$ cat src/design/p2xbu_pkg.sv
// ----------------------------------------------------------------------------
// p2xbu_pkg
// Shared widths, codes and the job record for the 2x bilinear upscaler.
// ----------------------------------------------------------------------------
`default_nettype none

package p2xbu_pkg;

    localparam int PIX_W          = 8;
    localparam int COORD_W        = 12;
    localparam int DIM_W          = 12;
    localparam int APB_ADDR_W     = 3;
    localparam int APB_DATA_W     = 32;
    localparam int DEF_MAX_WIDTH  = 2048;
    localparam int DEF_MAX_HEIGHT = 2048;
    localparam logic [DIM_W-1:0] DIM_RESET = 12'd2048;

    // which source row, or pair of source rows, a result row comes from
    typedef enum logic [1:0] {
        RK_EDGE  = 2'd0,
        RK_UPPER = 2'd1,
        RK_LOWER = 2'd2
    } row_kind_t;

    // which column a result takes relative to the source column
    typedef enum logic [1:0] {
        CK_FIRST = 2'd0,
        CK_ODD   = 2'd1,
        CK_EVEN  = 2'd2,
        CK_LAST  = 2'd3
    } col_kind_t;

    // everything needed to emit the results of one source pixel
    typedef struct packed {
        logic [PIX_W-1:0]              pix;
        logic [PIX_W-1:0]              left;
        logic [PIX_W-1:0]              ul;
        logic [PIX_W-1:0]              above;
        row_kind_t [2:0]               row_kind;
        logic [2:0][COORD_W-1:0]       row_num;
        logic [1:0]                    n_rows;
        col_kind_t [2:0]               col_kind;
        logic [2:0][COORD_W-1:0]       col_num;
        logic [1:0]                    n_cols;
    } job_t;

    function automatic logic [PIX_W-1:0] blend(
        input logic [PIX_W-1:0] heavy,
        input logic [PIX_W-1:0] light
    );
        logic [PIX_W+1:0] sum;
        sum = {1'b0, heavy, 1'b0} + {2'b00, heavy} + {2'b00, light};
        return sum[PIX_W+1:2];
    endfunction

endpackage

`default_nettype wire

$ cat src/design/p2xbu_emit.sv
// ----------------------------------------------------------------------------
// p2xbu_emit
// Walks the result list of one job and feeds the registered result port.
// ----------------------------------------------------------------------------
`default_nettype none

module p2xbu_emit (
    input  logic                           clk,
    input  logic                           rst_n,
    input  logic                           job_valid,
    input  p2xbu_pkg::job_t                job,
    output logic                           job_take,
    output logic                           result_valid,
    input  logic                           result_stall,
    output logic [p2xbu_pkg::COORD_W-1:0]  out_row,
    output logic [p2xbu_pkg::COORD_W-1:0]  out_col,
    output logic [p2xbu_pkg::PIX_W-1:0]    value,
    output logic                           last_of_run
);
    import p2xbu_pkg::*;

    job_t               job_reg;
    logic               job_valid_reg;
    logic [1:0]         ri_reg;
    logic [1:0]         ci_reg;
    logic               out_valid_reg;
    logic [COORD_W-1:0] out_row_reg;
    logic [COORD_W-1:0] out_col_reg;
    logic [PIX_W-1:0]   value_reg;
    logic               last_reg;

    row_kind_t          row_k;
    col_kind_t          col_k;
    logic [PIX_W-1:0]   heavy;
    logic [PIX_W-1:0]   light;
    logic               out_free;
    logic               emit;
    logic               row_end;
    logic               col_end;
    logic               run_end;

    assign row_k    = job_reg.row_kind[ri_reg];
    assign col_k    = job_reg.col_kind[ci_reg];
    assign out_free = !out_valid_reg || !result_stall;
    assign emit     = job_valid_reg && out_free;
    assign row_end  = (ri_reg == job_reg.n_rows - 2'd1);
    assign col_end  = (ci_reg == job_reg.n_cols - 2'd1);
    assign run_end  = emit && row_end && col_end;
    assign job_take = !job_valid_reg || run_end;

    always_comb
    begin
        heavy = job_reg.pix;
        light = job_reg.pix;
        case (row_k)
            RK_EDGE:
            begin
                case (col_k)
                    CK_ODD:  begin heavy = job_reg.left; light = job_reg.pix;  end
                    CK_EVEN: begin heavy = job_reg.pix;  light = job_reg.left; end
                    default: begin heavy = job_reg.pix;  light = job_reg.pix;  end
                endcase
            end
            RK_UPPER:
            begin
                case (col_k)
                    CK_ODD:  begin heavy = job_reg.ul;    light = job_reg.pix;  end
                    CK_EVEN: begin heavy = job_reg.above; light = job_reg.left; end
                    default: begin heavy = job_reg.above; light = job_reg.pix;  end
                endcase
            end
            RK_LOWER:
            begin
                case (col_k)
                    CK_ODD:  begin heavy = job_reg.left; light = job_reg.above; end
                    CK_EVEN: begin heavy = job_reg.pix;  light = job_reg.ul;    end
                    default: begin heavy = job_reg.pix;  light = job_reg.above; end
                endcase
            end
            default:
            begin
                heavy = job_reg.pix;
                light = job_reg.pix;
            end
        endcase
    end

    always_ff @(posedge clk or negedge rst_n)
    begin
        if (!rst_n)
        begin
            job_valid_reg <= 1'b0;
            ri_reg        <= '0;
            ci_reg        <= '0;
        end
        else if (job_valid && job_take)
        begin
            job_valid_reg <= 1'b1;
            ri_reg        <= '0;
            ci_reg        <= '0;
        end
        else if (run_end)
        begin
            job_valid_reg <= 1'b0;
        end
        else if (emit)
        begin
            if (col_end)
            begin
                ci_reg <= '0;
                ri_reg <= ri_reg + 2'd1;
            end
            else
            begin
                ci_reg <= ci_reg + 2'd1;
            end
        end
    end

    always_ff @(posedge clk)
    begin
        if (job_valid && job_take)
        begin
            job_reg <= job;
        end
    end

    always_ff @(posedge clk or negedge rst_n)
    begin
        if (!rst_n)
        begin
            out_valid_reg <= 1'b0;
        end
        else if (emit)
        begin
            out_valid_reg <= 1'b1;
        end
        else if (out_free)
        begin
            out_valid_reg <= 1'b0;
        end
    end

    always_ff @(posedge clk)
    begin
        if (emit)
        begin
            out_row_reg <= job_reg.row_num[ri_reg];
            out_col_reg <= job_reg.col_num[ci_reg];
            value_reg   <= blend(heavy, light);
            last_reg    <= row_end && col_end;
        end
    end

    assign result_valid = out_valid_reg;
    assign out_row      = out_row_reg;
    assign out_col      = out_col_reg;
    assign value        = value_reg;
    assign last_of_run  = last_reg;

endmodule

`default_nettype wire

$ cat config.mk
export PLATFORM = sky130hd
export DESIGN_NAME = p2xbu_emit
export DESIGN_NICKNAME = d
export VERILOG_FILES = /design/src/design/p2xbu_pkg.sv /design/src/design/p2xbu_emit.sv
export SDC_FILE = /design/constraint.sdc
export NUM_CORES = 1
export LEC_CHECK = 0
export BUFFER_PORTS_ARGS = -buffer_cell sky130_fd_sc_hd__buf_4
export CORE_ASPECT_RATIO = 1.1
export CORE_UTILIZATION = 40
export CTS_BUF_LIST = sky130_fd_sc_hd__clkbuf_8
export CTS_CLUSTER_DIAMETER = 80
export DETAILED_ROUTE_END_ITERATION = 10
export GPL_ROUTABILITY_DRIVEN = 0
export PLACE_DENSITY = 0.72
export SLEW_MARGIN = 20
export SYNTH_ARGS = -nofsm -noshare
export SYNTH_HDL_FRONTEND = slang
export SYNTH_SLANG_ARGS = --single-unit
$ cat constraint.sdc
create_clock -name clk -period 13.5 [get_ports clk]
set_input_delay 2.025 -clock clk [delete_from_list [all_inputs] [get_ports clk]]
set_output_delay 2.025 -clock clk [all_outputs]
set_load 0.02 [all_outputs]
======== After elaboration in Yosys (flattened, before gate mapping) ========
Index checks and enable logic that the tools add are counted.
storage, ports and cells
  flip-flop bits (word level) ............. 159
  bits in latches ......................... 0
  bits in writable memories ............... 0
  ROM bits ................................ 0
  input bits .............................. 124
  output and inout port bits .............. 35
  word-level logic and storage cells ...... 86
  memories kept ........................... 0
operators by class
  add/subtract/negate cells ............... 6
  multipliers ............................. 0
  divide/modulo/power cells ............... 0
  magnitude comparators ................... 2
  eq/ne operators ......................... 7
  shifts and indexed selects .............. 0
  mux-type cells .......................... 26
  bitwise logic cells ..................... 0
  reductions and logical operators ........ 19
operators with widths
  operator                                                                       count
  12-bit binary-select mux with 2-bit select                                     2
  8-bit 2-to-1 mux                                                               4
  8-bit case mux with 2 select lines                                             2
  12-bit 2-to-1 mux                                                              2
  2-bit 2-to-1 mux                                                               10
  10-bit by 8-bit adder with 10-bit output                                       1
  9-bit by 8-bit adder with 10-bit output                                        1
  2-bit binary-select mux with 2-bit select                                      2
  2-bit nonzero test                                                             4
  2-bit by 3-bit less-than comparator with 1-bit output (second input constant)  2
  1-bit logical AND                                                              5
  2-bit by 1-bit adder with 2-bit output (second input constant)                 2
  2-bit by 1-bit equality test with 1-bit output (second input constant)         2
  2-bit equality test                                                            2
  2-bit equality test (second input constant)                                    2
  1-bit 2-to-1 mux                                                               4
  2-bit OR reduction                                                             2
  2-bit by 1-bit subtractor with 2-bit output (second input constant)            2
  1-bit logical NOT                                                              3
  3-bit AND reduction                                                            1
  2-bit logical NOT                                                              1
  1-bit logical OR                                                               2
  2-bit by 1-bit inequality test with 1-bit output (second input constant)       1
  2-bit AND reduction                                                            1

======== Logic depth before layout (Yosys ltp) ========
Gate-level depths: netlist of the first run.
  word-level depth ........................ 9
  gate-level depth with buffers ........... 20
  depth with buffers taken out ............ 18

======== Worst setup path after synthesis of the first run ========
Ideal clock, no wire load.
  path type ............................... input to register
  from .................................... in result_stall
  to ...................................... reg job_reg[0] in the netlist's numbering (enable)
  setup time .............................. 527 ps
  arrival ................................. 5860 ps
  data required time ...................... 12973 ps
  setup slack ............................. 7113 ps
  stages .................................. 5
  path buffers ............................ 1
  path through ............................ nand2_1 > nand2_1 > nand2_1 > and2_1 > clkbuf_1
between the ends
  longest elaborated chain between the ends .. 7
RTL lines
  element                         RTL line           RTL
  start: declaration              p2xbu_emit.sv:14   input logic result_stall,
  1-bit logical NOT               p2xbu_emit.sv:44   assign out_free = !out_valid_reg || !result_stall;
  1-bit logical OR                p2xbu_emit.sv:44
  1-bit logical AND               p2xbu_emit.sv:45   assign emit = job_valid_reg && out_free;
  1-bit logical AND (2 in a row)  p2xbu_emit.sv:48   assign run_end = emit && row_end && col_end;
  1-bit logical OR                p2xbu_emit.sv:49   assign job_take = !job_valid_reg || run_end;
  via job_take                    p2xbu_emit.sv:12   output logic job_take,
  1-bit logical AND               p2xbu_emit.sv:122  if (job_valid && job_take)
  end signal: assignment          p2xbu_emit.sv:124  job_reg <= job;
  end: declaration                p2xbu_emit.sv:22   job_t job_reg;
The timed path passes the listed nets, and every way through them passes these cells.
A chain may end at the register's enable or synchronous reset.

======== Worst setup path in the final report of the first run ========
  from .................................... reg ci_reg[1]
  to ...................................... reg value_reg[7], in the netlist value[7] (data pin)
between the ends
  longest elaborated chain between the ends .. 7
  elaborated cells on any way between the ends .. 12
RTL lines
  element                                         RTL line                                              RTL
  start: declaration                              p2xbu_emit.sv:25                                      logic [1:0] ci_reg;
  start signal: assignment                        p2xbu_emit.sv:115                                     ci_reg <= ci_reg + 2'd1;
  2-bit binary-select mux with 2-bit select (*)   p2xbu_emit.sv:43                                      assign col_k = job_reg.col_kind[ci_reg];
  2-bit 2-to-1 mux (implied by the code) (*)      p2xbu_emit.sv:43
  2-bit by 1-bit equality test with 1-bit output  p2xbu_emit.sv:58, p2xbu_emit.sv:66, p2xbu_emit.sv:74
  8-bit 2-to-1 mux, on equally long branches      p2xbu_emit.sv:58, p2xbu_emit.sv:74, p2xbu_emit.sv:66
  8-bit case mux with 2 select lines              p2xbu_emit.sv:55                                      case (row_k)
  9-bit by 8-bit adder with 10-bit output         p2xbu_pkg.sv:52                                       sum = {1'b0, heavy, 1'b0} + {2'b00, heavy} + {2'b00, light};
  10-bit by 8-bit adder with 10-bit output (*)    p2xbu_pkg.sv:52
  end signal: assignment                          p2xbu_emit.sv:150                                     value_reg <= blend(heavy, light);
  end: declaration                                p2xbu_emit.sv:29                                      logic [PIX_W-1:0] value_reg;
Mark *: on every way between the ends. The rest lies on a longest branch, timed or not. The select of a mux whose other input is x is not followed.

==> results.ini, run 1 <==
[worst_setup_path]
cp.arrival_ps=5840
worstPathMaxFanout=18
slowest_delay_ps=1010
path_cells=mux2i_1, o2bb2ai_1, nor2_2, nand2_1, o21ai_1, o22ai_1, a21oi_1, fa_1, inv_1, a31oi_1, and3_1, fa_1, a21o_1, a21oi_1, o21bai_1, a21oi_1, o21ai_0, a21o_1
cp.depth=18
cpMostUsedCell=a21oi_1
required_ps=13690
cp.buffers_inverters=1
worstSetupPathType=reg2reg
worstSetupEndpointType=register
worstSetupStartpointType=register
rr_worst_depth=18
cp_top_family=compound AO/OA/AOI/OAI gates
cpMaxStageDelayCell=dfrtp_1

[drt]
wl_met3_um=883
route.detailed.drc=0
wl_per_cell_um=17.49
wl_mm=13.89
wl_met1_mm=5.377
first_pass_iters=4
wl_met2_mm=7.280
antenna_left=0
via_per_inst=5.103
dr.first_iter.drc_count=251
via_count=4052
highest_layer=met4

[sta]
finalHoldViolations=0
worst_pin_slew_ps=1051
whs_ps=511.1
finalSetupViolCount=0
fin_worst_skew_ps=9.120
rsz0062_at_grt=false
fin_ws_ps=7855
fin_setup_tns_ps=0
max_freq_ghz=0.1772
max_slew_margin_pct=29.91
finalMaxSlewViolations=0
fin_crit_sh_pct=41.81
period_needed_ps=5645

[die]
core_um2=15800
fp.dieH_um=135.9
die_x_um=123.7
row_count=48
io_pins=159
die_area_um2=16810
start_util_pct=41.28

[pwr]
powerDensity_nw_per_um2=242.3
peakVddDrop_mv=0.1530
cellLeakagePower_nw=3.142

[clocking]
clock_sinks=159
htree_levels=4
clk_pin_slew_ps=80
clockBufferDepth=2
postCtsHoldBufs=0
clock_latency_ps=430
cts-root-buf=clkbuf_8
cts_resized=0
cts_post_setup_buffers_inserted=0
numCtsBuffers=17
cts_tree=built

[place]
placed_cell_area_um2=7886
dpl.hpwl_mm=9.743
port_buffers=158
dp_slack_ps=7980

[synthesis]
yosys_warnings=0
synth-edff-count=153
synth_nets=554
synth_top_cell_by_area=edfxtp_1
syn-cell-area_um2=6520
synth.distinct_cells=45
ys_seq_area_share_pct=72.77
syn_avg_cell_area_um2=15.71
synthTopCellsByArea=edfxtp_1, mux2i_1, nand2_1
synthCells=415
synth.top_cell.area_share_pct=70.47
ys.flop_type=edfxtp_1
synth_seq_cells=159
async_flop_share_pct=3.774

[worst_hold_path]
hp-class=reg2reg
whs_path_depth=1

[global_route]
grt_pass1_vias=4104
track_usage_pct=16.95
grt_first_pass_wirelength_mm=20.49
grt_overflow=0
antenna_found_initial=0
grt_start_max_net_pins=87

[status]
status=complete, no violations

[job]
drv_cap=0

[final_layout]
area_growth_pct=27.48
design_area_um2=8312
final_util_pct=52.62
largest_register_ffs=120
diodes=0
drive_gt1_share_pct=34.01
num-nets-final=720

[Yosys cell counts (4+ instances only)]
| library cell | n |
|---|---|
| a21oi_1 | 13 |
| a31oi_1 | 7 |
| and2_1 | 4 |
| buf_6 | 5 |
| clkbuf_1 | 7 |
| dfrtp_1 | 6 |
| edfxtp_1 | 153 |
| fa_1 | 8 |
| ha_1 | 7 |
| inv_1 | 12 |
| mux2i_1 | 36 |
| nand2_1 | 51 |
| nand2b_1 | 6 |
| nand3_1 | 6 |
| nor2_1 | 7 |
| nor2b_1 | 4 |
| o21ai_0 | 29 |
| o22ai_1 | 11 |
| xnor2_1 | 5 |
| xor2_1 | 4 |
[metrics by stage]
step                total power (W)  cells
finish                     0.002014    794
CTS                        0.002026    794
global placement           0.001611    762
detailed placement         0.001647    762
global route               0.002139    794
floorplan                  0.001425    415
[worst paths after layout]
path / start / slack, ps / endpoint
worst max register to register: ci_reg[1]$_DFFE_PN0P_ / 7860 / value[7]$_DFFE_PP_
max in group asynchronous: rst_n / 11990 / ci_reg[1]$_DFFE_PN0P_
worst min-delay path: job_valid_reg$_DFFE_PN0P_ / 510 / result_valid$_DFFE_PN0P_
worst min register to register: job_valid_reg$_DFFE_PN0P_ / 510 / result_valid$_DFFE_PN0P_
worst max-delay path: ci_reg[1]$_DFFE_PN0P_ / 7860 / value[7]$_DFFE_PP_
min in group asynchronous: rst_n / 1380 / ri_reg[1]$_DFFE_PN0P_
[worst register-to-register path, stage by stage (launching register included)]
cell and delay (ps):
dfrtp_1 1010, mux2i_1 340, o2bb2ai_1 180, nor2_2 510
nand2_1 330, o21ai_1 390, o22ai_1 160, a21oi_1 220
fa_1 450, inv_1 70, a31oi_1 50, and3_1 230
fa_1 410, a21o_1 200, a21oi_1 230, o21bai_1 100
a21oi_1 230, o21ai_0 120, a21o_1 180
[logic make-up after synthesis]
family | after synthesis | synth area share, %
multiplexers | 37 | 5.738
adder cells (fa/ha/maj) | 15 | 3.800
AO/OA/AOI/OAI | 80 | 8.060
XOR/XNOR | 9 | 1.209
AND/OR/NAND/NOR | 89 | 6.275
buffers and inverters | 26 | 2.149
flip-flops | 159 | 72.77
[per-layer routing]
metal | global-route usage [%] | up-vias
met3 | 4.111 | 28
met5 | 0 | -
met1 | 19.05 | 1946
li1 | - | 1908
met4 | 8.768 | 0
met2 | 29.54 | 170
[cell usage in the layout, fill, tap and decap left out, types with 7 or more instances in the layout]
cell type and instances:
buf_4 161, edfxtp_1 153, nand2_1 51, mux2i_1 36, o21ai_0 29, clkbuf_8 17
a21oi_1 13, inv_1 11, o22ai_1 11, fa_1 8, nor2_1 7, a31oi_1 7
ha_1 7
[layout make-up]
cell class / instances / area, um2
clock buffers: 17 / 234.0
clock inverters: 15 / 191.4
fillers: 1320 / 7483
inverters: 12 / 45.04
multi-input cells: 230 / 1638
flip-flops and latches: 159 / 4745
well taps: 200 / 250.2
repair buffers: 161 / 1209
[power by group]
| part | internal [W] | switching, W | total [W] |
|---|---|---|---|
| clock network | 0.000201 | 0.000173 | 0.000374 |
| registers | 0.000678 | 0.0000689 | 0.000747 |
| logic | 0.000402 | 0.000492 | 0.000894 |
| total | 0.00128 | 0.000734 | 0.00201 |
No activity file was read; power rests on OpenSTA's default activity.
==> inputs of run 2 (changes only) <==
--- a/config.mk
+++ b/config.mk
@@ -12,7 +12,7 @@
 export CTS_CLUSTER_DIAMETER = 80
 export DETAILED_ROUTE_END_ITERATION = 10
 export GPL_ROUTABILITY_DRIVEN = 0
-export PLACE_DENSITY = 0.72
+export PLACE_DENSITY = 0.74
 export SLEW_MARGIN = 20
 export SYNTH_ARGS = -nofsm -noshare
 export SYNTH_HDL_FRONTEND = slang
==> constraint.sdc (replaced) <==
create_clock -name clk -period 4.6 [get_ports clk]
set_input_delay 0.69 -clock clk [delete_from_list [all_inputs] [get_ports clk]]
set_output_delay 0.69 -clock clk [all_outputs]
set_load 0.02 [all_outputs]
==> run 2 against run 1 <==
Flip-flop and latch count unchanged; largest cell class unchanged; largest power group unchanged; count of clock-buffer cells in the layout up 2; critical path depth down 1; via count up 1.1%.
==> results.ini, run 2 (synthesized netlist as in run 1, its figures left out) <==
[status]
status=complete, no violations

[worst_setup_path]
path_cells=mux2i_1, o2bb2ai_2, or3_1, nand2_1, o22ai_1, a31oi_2, fa_1, inv_1, a31oi_1, and3_1, fa_1, a21o_1, a21oi_1, o21bai_1, a21oi_1, o21ai_0, a21o_1
cp.buffers_inverters=1
cpMaxStageDelayCell=dfrtp_1
critPathCapture=value[7]$_DFFE_PP_
required_ps=4800
slowest_delay_ps=460
cp_top_family=compound AO/OA/AOI/OAI gates
rr_startpoint=ri_reg[0]$_DFFE_PN0P_
worstPathMaxFanout=7
cp.depth=17
worstSetupPathType=reg2reg
rrSetupSlack_ps=220
rr_worst_depth=17
worstSetupEndpointType=register
worstSetupStartpointType=register
critical_path.startpoint=ri_reg[0]$_DFFE_PN0P_
cp.arrival_ps=4580
r2r_end=value[7]$_DFFE_PP_

[clocking]
clock_latency_ps=440
cts_tree=built
htree_levels=4
clk_pin_slew_ps=80
clockBufferDepth=2
clock_sinks=159
numCtsBuffers=17
cts-root-buf=clkbuf_8
cts_post_setup_buffers_inserted=0

[sta]
whs_ps=46.39
period_needed_ps=4379
finalHoldViolations=0
max_slew_margin_pct=50.62
finalMaxSlewViolations=0
worst_pin_slew_ps=736.1
max_freq_ghz=0.2284
fin_crit_sh_pct=95.20
finalSetupViolCount=0
fin_setup_tns_ps=0
fin_worst_skew_ps=7.726

[pwr]
peakVddDrop_mv=0.4587
powerDensity_nw_per_um2=706.4
cellLeakagePower_nw=3.208
power_w=0.005914

[global_route]
grt_pass1_vias=4212
met3_usage_pct=6.040
grt_start_max_net_pins=71
grt_use_met1_pct=19.43
grt_first_pass_wirelength_mm=20.92
met2_usage_pct=29.04
grt_overflow=0
antenna_found_initial=0
busiest_layer=met2
track_usage_pct=17.21

[drt]
via_count=4097
wl_per_cell_um=17.33
first_pass_iters=5
antenna_left=0
dr.first_iter.drc_count=245
route.detailed.drc=0
wl_mm=13.93
via_per_inst=5.096

[job]
drv_cap=0

[final_layout]
largest_register_ffs=120
mostFrequentLayoutCell=buf_4
mostFrequentLayoutCells=buf_4, edfxtp_1, nand2_1
fin_cells=804
drive_gt1_share_pct=35.26
area_growth_pct=28.40
final_util_pct=53.00
num-nets-final=730
diodes=0

[die]
io_pins=159
die_x_um=123.7
core_um2=15800
start_util_pct=41.28
row_count=48
die_area_um2=16810
fp.dieH_um=135.9

[worst_hold_path]
hp-class=in2async

[place]
place_inst=772
port_buffers=158
dpl.hpwl_mm=9.711

[run 2: what timing repair did]
| action | CTS | global route |
|---|---|---|
| resized for setup | 0 | 6 |
| hold endpoints to repair | 0 | 0 |
| setup endpoints to repair | 0 | 2 |
| hold buffers | 0 | 0 |
[run 2: per-stage QoR]
stage	cell area, um2	setup WS [ps]
global placement	7974	315.2
finish	8372	220.9
CTS	8346	140.6
floorplan	6521	383.7
global route	8372	-11.06
detailed placement	7974	161.5
[run 2: power by group]
group	leakage, nW	internal, W	switching (W)	total, W
clock network	0.214	0.000495	0.000471	0.000966
registers	1.48	0.00199	0.0000939	0.00208
logic	1.52	0.00124	0.00162	0.00286
[run 2: worst min-delay path by stage]
| stage | start | end | slack [ps] | cells past startpoint |
|---|---|---|---|---|
| final | rst_n | result_valid$_DFFE_PN0P_ | 50 | 1 |
| after floorplan | rst_n | ci_reg[0]$_DFFE_PN0P_ | 390 | 0 |
| after detailed placement | job_valid_reg$_DFFE_PN0P_ | result_valid$_DFFE_PN0P_ | 490 | 1 |
| after CTS | rst_n | result_valid$_DFFE_PN0P_ | 10 | 1 |
| after global routing | rst_n | result_valid$_DFFE_PN0P_ | 2 | 1 |
| after global placement | job_valid_reg$_DFFE_PN0P_ | result_valid$_DFFE_PN0P_ | 470 | 1 |
[run 2: layout make-up]
cell class | instances | area [um2]
inverter | 12 | 45.04
fill | 1321 | 7423
clock buffer | 19 | 261.5
timing repair buffer | 171 | 1296
clock inverter | 13 | 110.1
tap | 200 | 250.2
multi-input combinational | 230 | 1664
sequential | 159 | 4745
[run 2: metal layers]
metal	wire length, um	part of all wire (%)
met1	5481	39
met2	7059	51
met3	1037	7.4
met4	352	2.5
met5	0	0
[run 2: worst reg2reg max path: cells and delay by family (launching register included)]
kind / cells / cell delay, ps
and+or+nand+nor: 3 / 860
DFF: 1 / 460
adders and majority gates: 2 / 840
muxes: 1 / 270
buffers and inverters: 1 / 70
AOI/OAI and AO/OA: 10 / 1660
